===== src/hdl/msq_pkg.sv =====
// ---------------------------------------------------------------------------
// Marching squares package
// Shared transaction types, edge bookkeeping and the segment pattern table.
// ---------------------------------------------------------------------------
package msq_pkg;

   // Threshold of one half in Q1.16.
   localparam logic [16:0] HALF_LEVEL = 17'd32768;

   // Edge slots inside the pipeline payload.
   localparam int EDGE_LEFT   = 0;
   localparam int EDGE_RIGHT  = 1;
   localparam int EDGE_TOP    = 2;
   localparam int EDGE_BOTTOM = 3;
   localparam int NUM_EDGES   = 4;

   // Quotient bits per crossing offset (offset on a crossed edge never exceeds cell_pixels).
   localparam int QUO_BITS = 7;
   localparam int REM_BITS = 24;

   // Segment patterns.
   localparam logic [2:0] PAT_NONE = 3'd0;
   localparam logic [2:0] PAT_LR   = 3'd1;
   localparam logic [2:0] PAT_TB   = 3'd2;
   localparam logic [2:0] PAT_LB   = 3'd3;
   localparam logic [2:0] PAT_BR   = 3'd4;
   localparam logic [2:0] PAT_TR   = 3'd5;
   localparam logic [2:0] PAT_LT   = 3'd6;

   // Pattern for each case code; empty, full and saddle squares give none.
   localparam logic [2:0] PATTERN_TABLE [16] = '{
      PAT_NONE, PAT_LT, PAT_TR, PAT_LR, PAT_LB, PAT_TB, PAT_NONE, PAT_BR,
      PAT_BR, PAT_NONE, PAT_TB, PAT_LB, PAT_LR, PAT_TR, PAT_LT, PAT_NONE
   };

   typedef struct packed {
      logic [9:0]  cell_col;
      logic [9:0]  cell_row;
      logic [16:0] frac_top_left;
      logic [16:0] frac_top_right;
      logic [16:0] frac_bottom_left;
      logic [16:0] frac_bottom_right;
   } req_type;

   typedef struct packed {
      logic        segment_valid;
      logic [3:0]  case_code;
      logic [16:0] start_x;
      logic [16:0] start_y;
      logic [16:0] end_x;
      logic [16:0] end_y;
   } rsp_type;

   // One edge's division in progress.
   typedef struct packed {
      logic [REM_BITS-1:0] rem;
      logic [16:0]         den;
      logic [QUO_BITS-1:0] quo;
   } edge_type;

   // Payload carried between pipeline stages.
   typedef struct packed {
      logic [3:0]            code;
      logic                  in_grid;
      logic [16:0]           x0;
      logic [16:0]           y0;
      edge_type [NUM_EDGES-1:0] edges;
   } stage_type;

endpackage


===== src/hdl/msq_front.sv =====
// ---------------------------------------------------------------------------
// Marching squares front stage
// Classifies corners, scales the cell origin and sets up edge divisions.
// ---------------------------------------------------------------------------
module msq_front #(
   parameter int MAX_GRID = 1024
) (
   input  logic                clock,
   input  logic                reset,
   input  logic [6:0]          cell_pixels,
   input  logic                in_valid,
   input  msq_pkg::req_type    in_data,
   output logic                in_ready,
   output logic                out_valid,
   output msq_pkg::stage_type  out_data,
   input  logic                out_ready
);

   logic                valid_ff;
   msq_pkg::stage_type  data_ff;
   msq_pkg::stage_type  data_in;
   logic [16:0]         edge_a [msq_pkg::NUM_EDGES];
   logic [16:0]         edge_b [msq_pkg::NUM_EDGES];

   // Corner pairs of the left, right, top and bottom edges.
   always_comb begin
      edge_a[msq_pkg::EDGE_LEFT]   = in_data.frac_top_left;
      edge_b[msq_pkg::EDGE_LEFT]   = in_data.frac_bottom_left;
      edge_a[msq_pkg::EDGE_RIGHT]  = in_data.frac_top_right;
      edge_b[msq_pkg::EDGE_RIGHT]  = in_data.frac_bottom_right;
      edge_a[msq_pkg::EDGE_TOP]    = in_data.frac_top_left;
      edge_b[msq_pkg::EDGE_TOP]    = in_data.frac_top_right;
      edge_a[msq_pkg::EDGE_BOTTOM] = in_data.frac_bottom_left;
      edge_b[msq_pkg::EDGE_BOTTOM] = in_data.frac_bottom_right;
   end

   // Case code, grid check, origin, and numerator product and denominator for each edge.
   always_comb begin
      logic [16:0] num;
      logic [17:0] org_x;
      logic [17:0] org_y;
      data_in.code[0] = in_data.frac_top_left     >= msq_pkg::HALF_LEVEL;
      data_in.code[1] = in_data.frac_top_right    >= msq_pkg::HALF_LEVEL;
      data_in.code[2] = in_data.frac_bottom_left  >= msq_pkg::HALF_LEVEL;
      data_in.code[3] = in_data.frac_bottom_right >= msq_pkg::HALF_LEVEL;
      data_in.in_grid = (32'(in_data.cell_col) < 32'(MAX_GRID - 1)) &&
                        (32'(in_data.cell_row) < 32'(MAX_GRID - 1));
      org_x = 18'(in_data.cell_col) * 18'(cell_pixels) + 18'(cell_pixels[6:1]);
      org_y = 18'(in_data.cell_row) * 18'(cell_pixels) + 18'(cell_pixels[6:1]);
      data_in.x0 = org_x[16:0];
      data_in.y0 = org_y[16:0];
      for (int i = 0; i < msq_pkg::NUM_EDGES; i++) begin
         num = (edge_a[i] < msq_pkg::HALF_LEVEL) ? (msq_pkg::HALF_LEVEL - edge_a[i])
                                                 : (edge_a[i] - msq_pkg::HALF_LEVEL);
         data_in.edges[i].den = (edge_a[i] < edge_b[i]) ? (edge_b[i] - edge_a[i])
                                                        : (edge_a[i] - edge_b[i]);
         data_in.edges[i].rem = msq_pkg::REM_BITS'(num) *
                                msq_pkg::REM_BITS'(cell_pixels);
         data_in.edges[i].quo = '0;
      end
   end

   assign in_ready  = !valid_ff || out_ready;
   assign out_valid = valid_ff;
   assign out_data  = data_ff;

   // Stage register.
   always_ff @(posedge clock) begin
      if (reset) begin
         valid_ff <= 1'b0;
      end else if (in_ready) begin
         valid_ff <= in_valid;
      end
      if (in_ready && in_valid) begin
         data_ff <= data_in;
      end
   end

endmodule


===== src/hdl/msq_div_stage.sv =====
// ---------------------------------------------------------------------------
// Marching squares divider stage
// Resolves NUM_BITS quotient bits of the left, right, top and bottom edge divisions.
// ---------------------------------------------------------------------------
module msq_div_stage #(
   parameter int FIRST_BIT = 6,
   parameter int NUM_BITS  = 2
) (
   input  logic                clock,
   input  logic                reset,
   input  logic                in_valid,
   input  msq_pkg::stage_type  in_data,
   output logic                in_ready,
   output logic                out_valid,
   output msq_pkg::stage_type  out_data,
   input  logic                out_ready
);

   logic                valid_ff;
   msq_pkg::stage_type  data_ff;
   msq_pkg::stage_type  data_in;

   // Restoring division steps, most significant quotient bit first.
   always_comb begin
      logic [msq_pkg::REM_BITS-1:0] shifted;
      data_in = in_data;
      for (int e = 0; e < msq_pkg::NUM_EDGES; e++) begin
         for (int i = 0; i < NUM_BITS; i++) begin
            shifted = msq_pkg::REM_BITS'({7'd0, in_data.edges[e].den} << (FIRST_BIT - i));
            if (data_in.edges[e].rem >= shifted) begin
               data_in.edges[e].rem = data_in.edges[e].rem - shifted;
               data_in.edges[e].quo[FIRST_BIT - i] = 1'b1;
            end
         end
      end
   end

   assign in_ready  = !valid_ff || out_ready;
   assign out_valid = valid_ff;
   assign out_data  = data_ff;

   // Stage register.
   always_ff @(posedge clock) begin
      if (reset) begin
         valid_ff <= 1'b0;
      end else if (in_ready) begin
         valid_ff <= in_valid;
      end
      if (in_ready && in_valid) begin
         data_ff <= data_in;
      end
   end

endmodule


===== src/hdl/msq_select.sv =====
// ---------------------------------------------------------------------------
// Marching squares output stage
// Picks the segment pattern and forms the endpoint pixel coordinates.
// ---------------------------------------------------------------------------
module msq_select (
   input  logic                clock,
   input  logic                reset,
   input  logic [6:0]          cell_pixels,
   input  logic                in_valid,
   input  msq_pkg::stage_type  in_data,
   output logic                in_ready,
   output logic                out_valid,
   output msq_pkg::rsp_type    out_data,
   input  logic                out_stall
);

   logic              valid_ff;
   msq_pkg::rsp_type  data_ff;
   msq_pkg::rsp_type  data_in;

   // Endpoint selection by pattern.
   always_comb begin
      logic [2:0]  pattern;
      logic [16:0] x0;
      logic [16:0] y0;
      logic [16:0] c;
      logic [16:0] lft;
      logic [16:0] rgt;
      logic [16:0] top;
      logic [16:0] bot;
      pattern = msq_pkg::PATTERN_TABLE[in_data.code];
      x0  = in_data.x0;
      y0  = in_data.y0;
      c   = 17'(cell_pixels);
      lft = 17'(in_data.edges[msq_pkg::EDGE_LEFT].quo);
      rgt = 17'(in_data.edges[msq_pkg::EDGE_RIGHT].quo);
      top = 17'(in_data.edges[msq_pkg::EDGE_TOP].quo);
      bot = 17'(in_data.edges[msq_pkg::EDGE_BOTTOM].quo);
      data_in.case_code = in_data.code;
      data_in.segment_valid = (pattern != msq_pkg::PAT_NONE) && in_data.in_grid;
      unique case (pattern)
         msq_pkg::PAT_LR: begin
            data_in.start_x = x0;        data_in.start_y = y0 + lft;
            data_in.end_x   = x0 + c;    data_in.end_y   = y0 + rgt;
         end
         msq_pkg::PAT_TB: begin
            data_in.start_x = x0 + top;  data_in.start_y = y0;
            data_in.end_x   = x0 + bot;  data_in.end_y   = y0 + c;
         end
         msq_pkg::PAT_LB: begin
            data_in.start_x = x0;        data_in.start_y = y0 + lft;
            data_in.end_x   = x0 + bot;  data_in.end_y   = y0 + c;
         end
         msq_pkg::PAT_BR: begin
            data_in.start_x = x0 + bot;  data_in.start_y = y0 + c;
            data_in.end_x   = x0 + c;    data_in.end_y   = y0 + rgt;
         end
         msq_pkg::PAT_TR: begin
            data_in.start_x = x0 + top;  data_in.start_y = y0;
            data_in.end_x   = x0 + c;    data_in.end_y   = y0 + rgt;
         end
         msq_pkg::PAT_LT: begin
            data_in.start_x = x0;        data_in.start_y = y0 + lft;
            data_in.end_x   = x0 + top;  data_in.end_y   = y0;
         end
         default: begin
            data_in.start_x = '0;        data_in.start_y = '0;
            data_in.end_x   = '0;        data_in.end_y   = '0;
         end
      endcase
      // No segment reports zero endpoints.
      if (!data_in.segment_valid) begin
         data_in.start_x = '0;
         data_in.start_y = '0;
         data_in.end_x   = '0;
         data_in.end_y   = '0;
      end
   end

   assign in_ready  = !valid_ff || !out_stall;
   assign out_valid = valid_ff;
   assign out_data  = data_ff;

   // Output register.
   always_ff @(posedge clock) begin
      if (reset) begin
         valid_ff <= 1'b0;
      end else if (in_ready) begin
         valid_ff <= in_valid;
      end
      if (in_ready && in_valid) begin
         data_ff <= data_in;
      end
   end

endmodule


===== src/hdl/marching_squares_segment.sv =====
// ---------------------------------------------------------------------------
// Marching squares segment
// Turns one 2x2 square of fill fractions into one isoline segment result.
// ---------------------------------------------------------------------------
//   Channel  Direction  Handshake                Payload
//   req      in         req_valid / req_stall    msq_pkg::req_type
//   rsp      out        rsp_valid / rsp_stall    msq_pkg::rsp_type
//   csr      in         csr_write_enable         cell_pixels, 7 bits
//
// One square is accepted per cycle unless a stall on rsp has backed the pipeline
// up; each result passes through the front stage, four divider stages (two quotient
// bits each, one in the last) and the output register.
// Reset clears all stage valid bits and loads cell_pixels with 8.
// A stall on rsp holds each occupied stage with no empty stage after it; empty stages still fill.
// ---------------------------------------------------------------------------
module marching_squares_segment #(
   parameter int MAX_GRID = 1024
) (
   input  logic              clock,
   input  logic              reset,
   input  logic              req_valid,
   output logic              req_stall,
   input  msq_pkg::req_type  req_data,
   output logic              rsp_valid,
   input  logic              rsp_stall,
   output msq_pkg::rsp_type  rsp_data,
   input  logic              csr_write_enable,
   input  logic [6:0]        csr_write_data
);

   localparam int NUM_DIV = 4;

   logic [6:0]          cell_pixels_ff;
   logic                front_ready;
   logic                stg_valid [NUM_DIV+1];
   logic                stg_ready [NUM_DIV+1];
   msq_pkg::stage_type  stg_data  [NUM_DIV+1];

   // Configuration register.
   always_ff @(posedge clock) begin
      if (reset) begin
         cell_pixels_ff <= 7'd8;
      end else if (csr_write_enable) begin
         cell_pixels_ff <= csr_write_data;
      end
   end

   assign req_stall = !front_ready;

   // Corner classification and division setup.
   msq_front #(
      .MAX_GRID (MAX_GRID)
   ) u_front (
      .clock       (clock),
      .reset       (reset),
      .cell_pixels (cell_pixels_ff),
      .in_valid    (req_valid),
      .in_data     (req_data),
      .in_ready    (front_ready),
      .out_valid   (stg_valid[0]),
      .out_data    (stg_data[0]),
      .out_ready   (stg_ready[0])
   );

   // Divider pipeline.
   for (genvar s = 0; s < NUM_DIV; s++) begin : g_div
      localparam int FIRST = msq_pkg::QUO_BITS - 1 - 2 * s;
      localparam int COUNT = (FIRST >= 1) ? 2 : 1;
      msq_div_stage #(
         .FIRST_BIT (FIRST),
         .NUM_BITS  (COUNT)
      ) u_div (
         .clock     (clock),
         .reset     (reset),
         .in_valid  (stg_valid[s]),
         .in_data   (stg_data[s]),
         .in_ready  (stg_ready[s]),
         .out_valid (stg_valid[s+1]),
         .out_data  (stg_data[s+1]),
         .out_ready (stg_ready[s+1])
      );
   end

   // Pattern selection and output register.
   msq_select u_select (
      .clock       (clock),
      .reset       (reset),
      .cell_pixels (cell_pixels_ff),
      .in_valid    (stg_valid[NUM_DIV]),
      .in_data     (stg_data[NUM_DIV]),
      .in_ready    (stg_ready[NUM_DIV]),
      .out_valid   (rsp_valid),
      .out_data    (rsp_data),
      .out_stall   (rsp_stall)
   );

   // A segment is never reported for empty, full or saddle squares.
   assert property (@(posedge clock) disable iff (reset)
      rsp_valid && rsp_data.segment_valid |->
         msq_pkg::PATTERN_TABLE[rsp_data.case_code] != msq_pkg::PAT_NONE)
      else $error("segment reported for a square without a pattern");

   // A result without a segment carries zero endpoints.
   assert property (@(posedge clock) disable iff (reset)
      rsp_valid && !rsp_data.segment_valid |->
         rsp_data.start_x == '0 && rsp_data.start_y == '0 &&
         rsp_data.end_x == '0 && rsp_data.end_y == '0)
      else $error("endpoints not cleared for a square without a segment");

   // Reset empties the pipeline.
   assert property (@(posedge clock) reset |=> !rsp_valid)
      else $error("result valid right after reset");

   // The input is only held off while the pipeline is backed up.
   assert property (@(posedge clock) disable iff (reset)
      req_stall |-> rsp_valid && rsp_stall)
      else $error("input stalled while output is free");

endmodule


===== config.mk =====
export PLATFORM = sky130hd
export DESIGN_NAME = marching_squares_segment
export DESIGN_NICKNAME = d
export VERILOG_FILES = /design/src/hdl/msq_pkg.sv /design/src/hdl/msq_front.sv /design/src/hdl/msq_div_stage.sv /design/src/hdl/msq_select.sv /design/src/hdl/marching_squares_segment.sv
export SDC_FILE = /design/constraint.sdc
export NUM_CORES = 2
export LEC_CHECK = 0
export BUFFER_PORTS_ARGS = -buffer_cell sky130_fd_sc_hd__buf_2
export CORE_MARGIN = 2
export CORE_UTILIZATION = 35
export CTS_CLUSTER_DIAMETER = 200
export CTS_CLUSTER_SIZE = 24
export DETAILED_ROUTE_END_ITERATION = 7
export PLACE_DENSITY_LB_ADDON = 0.25
export RECOVER_POWER = 50
export SYNTH_ARGS = -nofsm -noshare
export SYNTH_HDL_FRONTEND = slang
export SYNTH_HIERARCHICAL = 1
export SYNTH_SLANG_ARGS = --single-unit

===== constraint.sdc =====
create_clock -name clock -period 12.73 [get_ports clock]
set_input_delay 1.9095 -clock clock [delete_from_list [all_inputs] [get_ports clock]]
set_output_delay 1.9095 -clock clock [all_outputs]
set_load 0.01 [all_outputs]

==> impl_metrics.py <==
metrics = {
    "outcome": {
        "status": "finished, violations left",
        "violations": "capacitance limit, slew limit",
    },
    "grt": {
        "grt_start_max_net_pins": 74,
        "grt_overflow_total": 0,
        "antenna_found_initial": 36,
        "grt_pass1_vias": 65200,
        "grt_use_total_pct": 19.1,
        "grt_pass1_wl_um": 389000,
    },
    "synthesis": {
        "avgSynthCellArea_um2": 9.96,
        "ys.warnings.count": 6,
        "syn_area_um2": 88800,
        "syn_inst": 8919,
    },
    "setup_path": {
        "start_kind": "input port",
        "cp_max_fo": 73,
        "arrival_ns": 8.50,
        "crit_type": "in -> reg",
        "crit_path_end_kind": "register",
        "worstPathRequired_ns": 13.06,
    },
    "route": {
        "drtPass1Iterations": 6,
        "via_count": 66200,
        "wl_per_cell_um": 20.5,
        "drt_iter0_markers": 5328,
        "drc": 0,
        "vias_per_cell": 5.39,
        "wl_um": 252000,
        "antenna_left": 0,
    },
    "placement": {
        "hpwl_um": 202000,
        "pre_cts_ws_ns": 4.36,
        "placed_cells_incl_taps": 12200,
        "portBuffers": 174,
        "gp_congestion": 0.917,
    },
    "sta": {
        "holdWs_ns": 0.406,
        "period_share_pct": 64.2,
        "finalSetupTns_ns": 0,
        "setup_slack_ns": 4.56,
        "worstMarginPinSlew_ns": 4.95,
        "fin_skew_ns": 0.0351,
        "hold_viol": 0,
        "period_needed_ns": 8.17,
        "slew_headroom_pct": -230,
        "maxSlewViolCount": 630,
        "fmax_ghz": 0.122,
        "finalSetupViolCount": 0,
        "rsz0062_at_grt": "false",
    },
    "floorplan": {
        "rows": 184,
        "die_area_um2": 258000,
        "ioPinCount": 175,
        "core_area_um2": 252000,
        "initial_core_util_pct": 35.3,
        "die_h_um": 508,
        "fp.dieW_um": 508,
    },
    "clock_network": {
        "clkTransAtPathRegs_ns": 0.10,
        "cts_sinks": 1025,
        "cts_setup_buffers": 0,
        "cts-htree-levels": 2,
        "cts_buffers": 49,
        "insertion_delay_ns": 0.72,
        "cts_tree": "built",
        "hold_buffers": 0,
        "cts_max_path_buffers": 3,
        "cts_resized": 0,
        "cts_root_buffer": "clkbuf_16",
    },
    "run": {
        "cap_violations": 12,
    },
    "hold_path": {
        "hp-class": "reg -> reg",
    },
    "layout": {
        "area_delta_synth_final_pct": 5.80,
        "fin_cells": 12300,
        "fillCellCount": 25100,
        "layout.nets": 10200,
        "drive_above_1_share_pct": 5.44,
        "final_core_utilization_pct": 37.3,
    },
    "power_and_ir_drop": {
        "p_leak_nw": 38.7,
        "powerDensity_nw_per_um2": 203,
        "vdd_drop_max_mv": 0.139,
    },
}
through the flow:
step                      power, W  instance area, um^2
final                       0.0191                94000
after global routing        0.0208                94000
after CTS                   0.0191                94200
after detailed placement    0.0172                92800
after global placement      0.0171                92800
after floorplan             0.0145                88900
placed cells by master (no fill, tap or decap), drive strengths merged, types with 34 or more instances in the layout:
master,instances
fa,354
buf,125
and3,78
a21o,243
nor3,162
edfxtp,1012
o211ai,34
nand4,89
o21ai,480
nor4,41
or2,52
ha,865
a211oi,110
mux2i,93
clkbuf,143
xnor2,387
o31ai,74
nand2b,152
nor2b,302
or3,62
and2,180
a31oi,73
nand2,581
nor2,567
o21bai,54
o21a,114
nand3,157
mux2,210
a21oi,588
xor2,160
inv,832
registers in the layout, summed over array words and instances (netlist names):
signal                 count
g_div.u_div/out_data     760
u_front/out_data         179
u_select/out_data         73
cell_pixels_ff             7
g_div.u_div/out_valid      4
u_front/out_valid          1
u_select/out_valid         1
layer usage:
layer,share of wire [%],track usage (%),up-vias
met5,0.019,0,-
met4,1.7,3.74,8
met3,4.8,1.76,246
met2,45,30.4,1658
met1,49,28.2,32300
li1,-,-,31900
worst paths after layout:
check / slack, ns / startpoint / endpoint / cells after the start
max: 4.56 / rsp_stall / g_div[1].u_div/out_data[176]$_DFFE_PP_ / 8
min: 0.41 / g_div[2].u_div/out_data[228]$_DFFE_PP_ / g_div[3].u_div/out_data[228]$_DFFE_PP_ / 0
max reg2reg: 5.10 / cell_pixels_ff[0]$_SDFFE_PP0P_ / u_front/out_data[93]$_DFFE_PP_ / 13
min reg2reg: 0.41 / g_div[2].u_div/out_data[228]$_DFFE_PP_ / g_div[3].u_div/out_data[228]$_DFFE_PP_ / 0
critical path, stage by stage:
cell	delay [ns]
clkbuf_1	0.08
nand2_1	0.07
nand2b_1	0.14
nand2b_1	0.15
nand2b_1	0.15
and2_0	2.71
clkbuf_1	2.19
buf_4	0.96
power breakdown:
| group | internal (W) | total, W | switching [W] |
|---|---|---|---|
| sequential | 0.00473 | 0.00516 | 0.000432 |
| clock | 0.000709 | 0.00181 | 0.00110 |
| combinational | 0.00530 | 0.0121 | 0.00684 |
layout make-up:
type                    count  area [um^2]  share of cell area [%]
clock inverters             5          121                   0.129
flip-flops and latches   1025        30700                    32.6
inverters                 832         3120                    3.32
multi-input cells        6796        53600                    57.0
repair buffers            218         1060                    1.13
diodes                     10         25.0                  0.0266
clock buffers              50         1230                    1.31
well taps                3348         4190                    4.46
Note: power is estimated with default switching activity, not from simulation.
